===== src/rtl/cmfta_pkg.sv =====
// Shared constants and types for the cube map face and texel address block.
// Used by every module of the block; depends on nothing.
package cmfta_pkg;

  localparam int MAX_FACE_SIZE_DEF  = 4096;
  localparam int COMPONENT_BITS_DEF = 16;

  localparam int CFG_W    = 13;
  localparam int TEXEL_W  = 12;
  localparam int FACE_W   = 3;
  localparam int CFG_IDX_W = 2;
  localparam int FIFO_DEPTH = 4;

  localparam logic [CFG_W-1:0] FACE_SIZE_RST = CFG_W'(256);

  typedef enum logic [CFG_IDX_W-1:0] {
    REG_FACE_WIDTH  = 2'd0,
    REG_FACE_HEIGHT = 2'd1
  } cfg_reg_t;

  typedef enum logic [FACE_W-1:0] {
    FACE_PX = 3'd0,
    FACE_NX = 3'd1,
    FACE_PY = 3'd2,
    FACE_NY = 3'd3,
    FACE_PZ = 3'd4,
    FACE_NZ = 3'd5
  } face_t;

endpackage


===== src/rtl/cmfta_front.sv =====
// Front end: holds the face size registers, picks the major axis and face,
// and forms the biased coordinates. Depends on cmfta_pkg.
module cmfta_front #(
  parameter int MAX_FACE_SIZE  = cmfta_pkg::MAX_FACE_SIZE_DEF,
  parameter int COMPONENT_BITS = cmfta_pkg::COMPONENT_BITS_DEF,
  parameter int SB = $clog2(MAX_FACE_SIZE) + 1,
  parameter int PW = cmfta_pkg::FACE_W + 3*COMPONENT_BITS + 2 + 2*SB + 1
) (
  input  logic                            clk,
  input  logic                            rst,
  input  logic                            cfg_we,
  input  logic [cmfta_pkg::CFG_IDX_W-1:0] cfg_index,
  input  logic [cmfta_pkg::CFG_W-1:0]     cfg_data,
  input  logic                            in_valid,
  output logic                            in_ready,
  input  logic [COMPONENT_BITS-1:0]       dir_x,
  input  logic [COMPONENT_BITS-1:0]       dir_y,
  input  logic [COMPONENT_BITS-1:0]       dir_z,
  output logic                            out_valid,
  input  logic                            out_ready,
  output logic [PW-1:0]                   out_data
);

  localparam int CB = COMPONENT_BITS;

  logic [cmfta_pkg::CFG_W-1:0] face_width, face_height;
  logic [SB-1:0] eff_w, eff_h;
  logic signed [CB:0] sx, sy, sz, sc, tc;
  logic [CB-1:0] ax, ay, az, ma;
  logic [CB:0] a_x, a_y;
  cmfta_pkg::face_t face;
  logic deg;
  logic fv;
  logic [PW-1:0] payload;

  always_ff @(posedge clk) begin
    if (rst) begin
      face_width  <= cmfta_pkg::FACE_SIZE_RST;
      face_height <= cmfta_pkg::FACE_SIZE_RST;
    end else if (cfg_we) begin
      case (cfg_index)
        cmfta_pkg::REG_FACE_WIDTH:  face_width  <= cfg_data;
        cmfta_pkg::REG_FACE_HEIGHT: face_height <= cfg_data;
        default: ;
      endcase
    end
  end

  // A zero size acts as one; a size above the maximum is held at the maximum.
  always_comb begin
    if (face_width == '0) eff_w = SB'(1);
    else if (32'(face_width) > 32'(MAX_FACE_SIZE)) eff_w = SB'(MAX_FACE_SIZE);
    else eff_w = SB'(face_width);
    if (face_height == '0) eff_h = SB'(1);
    else if (32'(face_height) > 32'(MAX_FACE_SIZE)) eff_h = SB'(MAX_FACE_SIZE);
    else eff_h = SB'(face_height);
  end

  always_comb begin
    sx = $signed({dir_x[CB-1], dir_x});
    sy = $signed({dir_y[CB-1], dir_y});
    sz = $signed({dir_z[CB-1], dir_z});
    ax = CB'(sx[CB] ? -sx : sx);
    ay = CB'(sy[CB] ? -sy : sy);
    az = CB'(sz[CB] ? -sz : sz);
    deg = (ax == '0) && (ay == '0) && (az == '0);
    if (ax >= ay && ax >= az) begin
      ma = ax;
      tc = -sy;
      if (!sx[CB]) begin face = cmfta_pkg::FACE_PX; sc = -sz; end
      else begin face = cmfta_pkg::FACE_NX; sc = sz; end
    end else if (ay >= az) begin
      ma = ay;
      sc = sx;
      if (!sy[CB]) begin face = cmfta_pkg::FACE_PY; tc = sz; end
      else begin face = cmfta_pkg::FACE_NY; tc = -sz; end
    end else begin
      ma = az;
      tc = -sy;
      if (!sz[CB]) begin face = cmfta_pkg::FACE_PZ; sc = sx; end
      else begin face = cmfta_pkg::FACE_NZ; sc = -sx; end
    end
    // Bias by ma so both coordinates become non-negative numerators.
    a_x = CB'(0) + (CB+1)'(sc + $signed({1'b0, ma}));
    a_y = (CB+1)'(tc + $signed({1'b0, ma}));
  end

  assign in_ready = !fv || out_ready;
  assign out_valid = fv;
  assign out_data = payload;

  always_ff @(posedge clk) begin
    if (rst) fv <= 1'b0;
    else if (in_valid && in_ready) fv <= 1'b1;
    else if (out_ready) fv <= 1'b0;
  end

  always_ff @(posedge clk) begin
    if (in_valid && in_ready) payload <= {deg, eff_h, eff_w, ma, a_y, a_x, face};
  end

endmodule


===== src/rtl/cmfta_fifo.sv =====
// Short register queue between the front end and the divider back end.
// Depends on cmfta_pkg for its depth.
module cmfta_fifo #(
  parameter int W = 8
) (
  input  logic         clk,
  input  logic         rst,
  input  logic         in_valid,
  output logic         in_ready,
  input  logic [W-1:0] in_data,
  output logic         out_valid,
  input  logic         out_ready,
  output logic [W-1:0] out_data
);

  localparam int D  = cmfta_pkg::FIFO_DEPTH;
  localparam int AW = $clog2(D);

  logic [W-1:0] mem [D];
  logic [AW-1:0] wp, rp;
  logic [AW:0] cnt;
  logic push, pop;

  assign in_ready  = cnt != (AW+1)'(D);
  assign out_valid = cnt != '0;
  assign out_data  = mem[rp];
  assign push = in_valid && in_ready;
  assign pop  = out_valid && out_ready;

  always_ff @(posedge clk) begin
    if (rst) begin
      wp  <= '0;
      rp  <= '0;
      cnt <= '0;
    end else begin
      if (push) wp <= wp + AW'(1);
      if (pop) rp <= rp + AW'(1);
      if (push && !pop) cnt <= cnt + (AW+1)'(1);
      else if (pop && !push) cnt <= cnt - (AW+1)'(1);
    end
  end

  always_ff @(posedge clk) begin
    if (push) mem[wp] <= in_data;
  end

endmodule


===== src/rtl/cmfta_back.sv =====
// Back end: scales the biased coordinates by the face size and divides by
// 2*ma in a pipelined restoring divider, one quotient bit per stage.
// Depends on cmfta_pkg.
module cmfta_back #(
  parameter int MAX_FACE_SIZE  = cmfta_pkg::MAX_FACE_SIZE_DEF,
  parameter int COMPONENT_BITS = cmfta_pkg::COMPONENT_BITS_DEF,
  parameter int SB = $clog2(MAX_FACE_SIZE) + 1,
  parameter int PW = cmfta_pkg::FACE_W + 3*COMPONENT_BITS + 2 + 2*SB + 1
) (
  input  logic                            clk,
  input  logic                            rst,
  input  logic                            in_valid,
  output logic                            in_ready,
  input  logic [PW-1:0]                   in_data,
  output logic                            out_valid,
  input  logic                            out_ready,
  output logic [cmfta_pkg::FACE_W-1:0]    face_index,
  output logic [cmfta_pkg::TEXEL_W-1:0]   texel_x,
  output logic [cmfta_pkg::TEXEL_W-1:0]   texel_y,
  output logic                            degenerate
);

  localparam int CB = COMPONENT_BITS;
  localparam int QB = SB;
  localparam int NB = CB + 1 + SB;
  localparam int FW = cmfta_pkg::FACE_W;

  logic [FW-1:0] i_face;
  logic [CB:0]   i_ax, i_ay;
  logic [CB-1:0] i_ma;
  logic [SB-1:0] i_w, i_h;
  logic          i_deg;

  assign {i_deg, i_h, i_w, i_ma, i_ay, i_ax, i_face} = in_data;

  logic          vld  [QB+1];
  logic [NB-1:0] remx [QB+1];
  logic [NB-1:0] remy [QB+1];
  logic [QB-1:0] qx   [QB+1];
  logic [QB-1:0] qy   [QB+1];
  logic [CB:0]   den  [QB+1];
  logic [SB-1:0] szw  [QB+1];
  logic [SB-1:0] szh  [QB+1];
  logic [FW-1:0] fc   [QB+1];
  logic          dg   [QB+1];

  logic adv;
  assign adv = !vld[QB] || out_ready;
  assign in_ready = adv;

  always_ff @(posedge clk) begin
    if (rst) vld[0] <= 1'b0;
    else if (adv) vld[0] <= in_valid;
  end

  always_ff @(posedge clk) begin
    if (adv) begin
      remx[0] <= NB'(i_ax * i_w);
      remy[0] <= NB'(i_ay * i_h);
      qx[0]   <= '0;
      qy[0]   <= '0;
      den[0]  <= {i_ma, 1'b0};
      szw[0]  <= i_w;
      szh[0]  <= i_h;
      fc[0]   <= i_face;
      dg[0]   <= i_deg;
    end
  end

  for (genvar k = 1; k <= QB; k++) begin : g_div
    logic [NB-1:0] trial;
    logic bx, by;
    assign trial = NB'(den[k-1]) << (QB - k);
    assign bx = remx[k-1] >= trial;
    assign by = remy[k-1] >= trial;

    always_ff @(posedge clk) begin
      if (rst) vld[k] <= 1'b0;
      else if (adv) vld[k] <= vld[k-1];
    end

    always_ff @(posedge clk) begin
      if (adv) begin
        remx[k] <= bx ? remx[k-1] - trial : remx[k-1];
        remy[k] <= by ? remy[k-1] - trial : remy[k-1];
        qx[k]   <= {qx[k-1][QB-2:0], bx};
        qy[k]   <= {qy[k-1][QB-2:0], by};
        den[k]  <= den[k-1];
        szw[k]  <= szw[k-1];
        szh[k]  <= szh[k-1];
        fc[k]   <= fc[k-1];
        dg[k]   <= dg[k-1];
      end
    end
  end

  // The quotient never exceeds the size, so the clamp only folds size to size-1.
  logic [QB-1:0] cx, cy;
  always_comb begin
    cx = (qx[QB] >= szw[QB]) ? szw[QB] - SB'(1) : qx[QB];
    cy = (qy[QB] >= szh[QB]) ? szh[QB] - SB'(1) : qy[QB];
  end

  assign out_valid  = vld[QB];
  assign degenerate = dg[QB];
  assign face_index = dg[QB] ? cmfta_pkg::FACE_PX : fc[QB];
  assign texel_x    = dg[QB] ? '0 : cmfta_pkg::TEXEL_W'(cx);
  assign texel_y    = dg[QB] ? '0 : cmfta_pkg::TEXEL_W'(cy);

  a_qx_bound: assert property (@(posedge clk) disable iff (rst)
    vld[QB] && !dg[QB] |-> qx[QB] <= szw[QB])
    else $error("x quotient above face width");
  a_qy_bound: assert property (@(posedge clk) disable iff (rst)
    vld[QB] && !dg[QB] |-> qy[QB] <= szh[QB])
    else $error("y quotient above face height");
  a_deg_zero: assert property (@(posedge clk) disable iff (rst)
    out_valid && degenerate |-> texel_x == '0 && texel_y == '0 &&
      face_index == cmfta_pkg::FACE_PX)
    else $error("degenerate result not at origin of +X");
  a_stall_hold: assert property (@(posedge clk) disable iff (rst)
    vld[QB] && !out_ready |=> vld[QB] && $stable(qx[QB]) && $stable(qy[QB]))
    else $error("last divider stage moved while stalled");

endmodule


===== src/rtl/cube_map_face_texel_address.sv =====
// Top level of the cube map face and texel address block.
// Depends on cmfta_pkg, cmfta_front, cmfta_fifo and cmfta_back.
//
// Usage: a direction vector arrives as one transfer on the s_ channel and
// leaves as one transfer on the m_ channel holding the selected cube face
// and the texel column and row on that face; m_tuser flags a zero vector.
// The face size registers are written through cfg_we, cfg_index and
// cfg_data on a clock edge with cfg_we high; the user must write them only
// while the block is idle, as the block itself does not enforce this.
// A new vector can be taken on every clock while m_tready stays high, so
// the sustained rate is one transfer per cycle. The accepting edge loads
// the front end register; from there a vector passes through the queue,
// the scaling multiply register and one divider stage per quotient bit
// before its result appears on m_.
// When the receiver holds m_tready low, the divider pipeline freezes, the
// four entry queue fills and then the front end stalls s_tready; no result
// is lost. Reset clears all valid flags and the queue and loads both face
// size registers with 256.
module cube_map_face_texel_address #(
  parameter int MAX_FACE_SIZE  = cmfta_pkg::MAX_FACE_SIZE_DEF,
  parameter int COMPONENT_BITS = cmfta_pkg::COMPONENT_BITS_DEF
) (
  input  logic                            clk,
  input  logic                            rst,
  input  logic                            cfg_we,
  input  logic [cmfta_pkg::CFG_IDX_W-1:0] cfg_index,
  input  logic [cmfta_pkg::CFG_W-1:0]     cfg_data,
  input  logic                            s_tvalid,
  output logic                            s_tready,
  // Fields from bit 0 up: dir_x, dir_y, dir_z, zero fill to whole bytes.
  input  logic [((3*COMPONENT_BITS+7)/8)*8-1:0] s_tdata,
  output logic                            m_tvalid,
  input  logic                            m_tready,
  // Fields from bit 0 up: face_index[2:0], texel_x[14:3], texel_y[26:15], zero fill.
  output logic [31:0]                     m_tdata,
  // Fields: degenerate.
  output logic                            m_tuser
);

  localparam int CB = COMPONENT_BITS;
  localparam int SB = $clog2(MAX_FACE_SIZE) + 1;
  localparam int PW = cmfta_pkg::FACE_W + 3*CB + 2 + 2*SB + 1;

  logic          f_valid, f_ready, q_valid, q_ready;
  logic [PW-1:0] f_data, q_data;
  logic [cmfta_pkg::FACE_W-1:0]  face_index;
  logic [cmfta_pkg::TEXEL_W-1:0] texel_x, texel_y;

  cmfta_front #(
    .MAX_FACE_SIZE (MAX_FACE_SIZE),
    .COMPONENT_BITS(COMPONENT_BITS),
    .SB            (SB),
    .PW            (PW)
  ) u_front (
    .clk      (clk),
    .rst      (rst),
    .cfg_we   (cfg_we),
    .cfg_index(cfg_index),
    .cfg_data (cfg_data),
    .in_valid (s_tvalid),
    .in_ready (s_tready),
    .dir_x    (s_tdata[CB-1:0]),
    .dir_y    (s_tdata[2*CB-1:CB]),
    .dir_z    (s_tdata[3*CB-1:2*CB]),
    .out_valid(f_valid),
    .out_ready(f_ready),
    .out_data (f_data)
  );

  cmfta_fifo #(.W(PW)) u_fifo (
    .clk      (clk),
    .rst      (rst),
    .in_valid (f_valid),
    .in_ready (f_ready),
    .in_data  (f_data),
    .out_valid(q_valid),
    .out_ready(q_ready),
    .out_data (q_data)
  );

  cmfta_back #(
    .MAX_FACE_SIZE (MAX_FACE_SIZE),
    .COMPONENT_BITS(COMPONENT_BITS),
    .SB            (SB),
    .PW            (PW)
  ) u_back (
    .clk       (clk),
    .rst       (rst),
    .in_valid  (q_valid),
    .in_ready  (q_ready),
    .in_data   (q_data),
    .out_valid (m_tvalid),
    .out_ready (m_tready),
    .face_index(face_index),
    .texel_x   (texel_x),
    .texel_y   (texel_y),
    .degenerate(m_tuser)
  );

  assign m_tdata = {5'd0, texel_y, texel_x, face_index};

endmodule


===== config.mk =====
export PLATFORM = sky130hd
export DESIGN_NAME = cube_map_face_texel_address
export DESIGN_NICKNAME = d
export VERILOG_FILES = /design/src/rtl/cmfta_pkg.sv /design/src/rtl/cmfta_front.sv /design/src/rtl/cmfta_fifo.sv /design/src/rtl/cmfta_back.sv /design/src/rtl/cube_map_face_texel_address.sv
export SDC_FILE = /design/constraint.sdc
export NUM_CORES = 2
export LEC_CHECK = 0
export BUFFER_PORTS_ARGS = -buffer_cell sky130_fd_sc_hd__buf_2
export CAP_MARGIN = 20
export CORE_MARGIN = 5
export CORE_UTILIZATION = 30
export CTS_BUF_LIST = sky130_fd_sc_hd__clkbuf_4 sky130_fd_sc_hd__clkbuf_8
export CTS_CLUSTER_DIAMETER = 50
export DETAILED_ROUTE_END_ITERATION = 10
export HOLD_SLACK_MARGIN = 0.1
export PLACE_DENSITY_LB_ADDON = 0.2
export SETUP_SLACK_MARGIN = 0.15
export SLEW_MARGIN = 15
export SYNTH_ARGS = -nofsm -noshare
export SYNTH_HDL_FRONTEND = slang
export SYNTH_HIERARCHICAL = 1
export SYNTH_SLANG_ARGS = --single-unit

===== constraint.sdc =====
create_clock -name clk -period 154 [get_ports clk]
set_input_delay 30.8 -clock clk [delete_from_list [all_inputs] [get_ports clk]]
set_output_delay 30.8 -clock clk [all_outputs]
set_load 0.005 [all_outputs]

==> flow_summary.ini <==
[grt]
gr-usage-met3_pct = 1.88
grt_pass1_wl_mm = 437
grt_use_total_pct = 14.7
globalRoute.busiestLayer = met2
grt_overflow_total = 0
grt_max_degree = 181
antenna_found_initial = 17
met1_usage_pct = 17.9
met2_usage_pct = 27.0
grt_pass1_vias = 71600

[clocking]
clock_latency_ns = 1.01
cts_setup_buffers = 0
clockBufferDepth = 4
cts_tree = yes
cts_buffers = 365
post_cts_resized = 0
cts.sinks = 2040
hold_buffers = 0
clk_pin_slew_ns = 0.06
clock-root-buffer = clkbuf_8
htree_levels = 5

[setup_path]
worstSetupStartpointType = primary input
cp_num_buf_inv = 3
critical_path_arrival_ns = 38.19
worstPathRequired_ns = 154.75
cp_slowest_cell = or4b_4
cpPeakStageDelay_ns = 0.56
critPathTopFamily = simple AND/OR/NAND/NOR gates
crit_path_max_fanout = 33
path_class = primary input to flip-flop
crit_path_end_kind = flip-flop

[finish]
nNetsFinal = 10400
finish.utilization_pct = 33.6
fill_cells = 36800
final_cells = 14600
syn2layout_area_growth_pct = 11.9
drive_above_1_share_pct = 9.89

[drt]
wl_mm = 288
vias = 68700
drc_errors = 0
antenna_left = 0
drt_iter0_markers = 4262
firstDrtPassIters = 5
avgViaCountPerCell = 4.70
wl_per_cell_um = 19.7

[yosys]
yosysSeqAreaShare_pct = 54.5
syn_inst = 9066
synth_ff_type = edfxtp_1
synth_seq_cells = 2040
ys_warn_count = 6
syn-cell-area_um2 = 112000
synth-edff-count = 2004
ys_async_sr_fraction_pct = 0
postSynthAreaPerCell_um2 = 12.3
ys_types = 99

[timing]
min_period_ns = 37.44
fmax_ghz = 0.0267
fin_hold_ws_ns = 0.391
rsz0062_at_grt = no
slew_headroom_pct = 14.6
fin_tns_setup_ns = 0
setup_viol = 0
hold_viol = 0
final_min_period_over_clock_period_pct = 24.3
drv_slew = 0
finClkSkew_ns = 0.0622
worst_pin_slew_ns = 1.27

[worst_hold_path]
hold_class = flip-flop to flip-flop

[floorplanning]
die_w_um = 620
fp.coreArea_um2 = 372000
die-area_um2 = 385000
ioPinCount = 103
initial_utilization_pct = 30.1
dieHeight_um = 620
rows = 224

[outcome]
status = complete, no violations

[placed_design]
gp_congestion = 0.846
port_buffers = 97
hpwl_mm = 218
place_inst = 13900

[flow_run]
maxCapViolCount = 0
-- Yosys cell counts (18+ instances only) --
library cell / number / share of area [%]
or3_1: 70 / 0.39
nand4_1: 73 / 0.41
edfxtp_1: 2004 / 54
a21oi_1: 459 / 2.1
nor3b_1: 23 / 0.15
nor3_1: 154 / 0.69
o31ai_1: 46 / 0.31
nand3b_1: 23 / 0.15
a31oi_1: 45 / 0.25
inv_1: 884 / 3.0
and3_1: 25 / 0.14
o21ai_1: 23 / 0.10
nand2b_1: 105 / 0.59
a211o_1: 18 / 0.14
nor2b_1: 117 / 0.66
nor2_1: 480 / 1.6
o21a_1: 89 / 0.60
mux2i_1: 39 / 0.35
o21ai_0: 396 / 1.8
nand3_1: 119 / 0.53
fa_1: 357 / 6.4
clkbuf_1: 188 / 0.63
a211oi_1: 62 / 0.42
xnor2_1: 319 / 2.5
or4_1: 33 / 0.22
or2_2: 31 / 0.17
and2_1: 246 / 1.4
mux4_2: 80 / 1.6
xor2_1: 305 / 2.4
nand4b_1: 29 / 0.23
o21bai_1: 38 / 0.26
o211ai_1: 31 / 0.21
dfxtp_1: 36 / 0.65
a21o_1: 179 / 1.2
a21boi_0: 34 / 0.23
nor4b_1: 27 / 0.21
ha_1: 681 / 7.6
mux2_2: 59 / 0.59
nor4_1: 84 / 0.47
buf_2: 29 / 0.13
nand2_1: 779 / 2.6
-- stage by stage --
step / setup WS, ns / area [um2]
floorplan: 77.51 / 112000
global placement: 115.51 / 118000
detailed placement: 115.55 / 118000
CTS: 116.72 / 125000
global route: 116.20 / 125000
finish: 116.56 / 125000
-- path summary, 6_finish.rpt --
path,start,cells after the start,end,slack [ns]
worst max-delay path,s_tdata[32],29,u_front/out_data[36],116.56
worst max register to register,flip-flop,23,u_back/remy[0][29],145.36
worst min register to register,u_back/szh[10][8],0,u_back/szh[11][8],0.39
worst min-delay path,u_back/szh[10][8],0,u_back/szh[11][8],0.39
-- kinds of logic after synthesis --
group / after synthesis / synth area share [%]
buf+inv: 1139 / 4.03
fa+ha+maj: 1038 / 14.0
simple gates: 2466 / 11.0
xor+xnor: 627 / 4.94
flops: 2040 / 54.5
other cells: 1 / 0.00336
mux: 179 / 2.57
compound gates: 1576 / 8.87
-- routing by layer --
| metal | wire, um | vias up | share of wire [%] |
|---|---|---|---|
| met5 | 27 | - | 0.0094 |
| met4 | 8040 | 4 | 2.8 |
| met3 | 8440 | 422 | 2.9 |
| met2 | 150000 | 1149 | 52 |
| met1 | 122000 | 33900 | 42 |
| li1 | - | 33200 | - |
-- worst reg2reg max path, delay by kind of cell (launching register included) --
family,cells,cell delay [ns]
buffers and inverters,6,1.57
DFF,1,0.69
muxes,1,0.84
and+or+nand+nor,4,0.97
AOI/OAI and AO/OA,6,1.44
adders and majority gates,6,2.79
-- placed cells by master (no fill, tap or decap), types with 73 or more instances in the layout --
master    netlist  final
edfxtp_1     2004   2004
inv_1         884    884
nand2_1       779    779
ha_1          681    681
nor2_1        480    480
a21oi_1       459    458
o21ai_0       396    393
clkbuf_8        0    367
fa_1          357    357
xnor2_1       319    319
xor2_1        305    305
and2_1        246    241
a21o_1        179    179
nor3_1        154    152
nand3_1       119    119
nor2b_1       117    117
nand2b_1      105    104
clkbuf_4        0    103
buf_2          29     98
clkinv_1        2     90
o21a_1         89     89
nor4_1         84     84
mux4_2         80     80
nand4_1        73     73
-- layout make-up --
| type | instances | area [um2] | share of cell area (%) |
|---|---|---|---|
| well taps | 4972 | 6220 | 4.98 |
| clock buffers | 470 | 5820 | 4.66 |
| multi-input cells | 5891 | 46400 | 37.1 |
| flip-flops and latches | 2040 | 60900 | 48.7 |
| clock inverters | 189 | 1370 | 1.10 |
| repair buffers | 150 | 958 | 0.767 |
| inverters | 888 | 3330 | 2.67 |
| diodes | 8 | 20.0 | 0.0160 |
-- state kept, by name, summed over array words and instances, names as in the netlist, 14 cells and up, named ones only --
register,flops
u_back/remx,390
u_back/remy,390
u_fifo/mem,320
u_back/den,208
u_back/szh,182
u_back/szw,182
u_back/qx,91
u_back/qy,91
u_front/out_data,80
u_back/fc,42
u_back/dg,14
u_back/vld,14
Power is not shown: default switching activity piles up to over one toggle a cycle in this logic, so the estimate is an artifact.
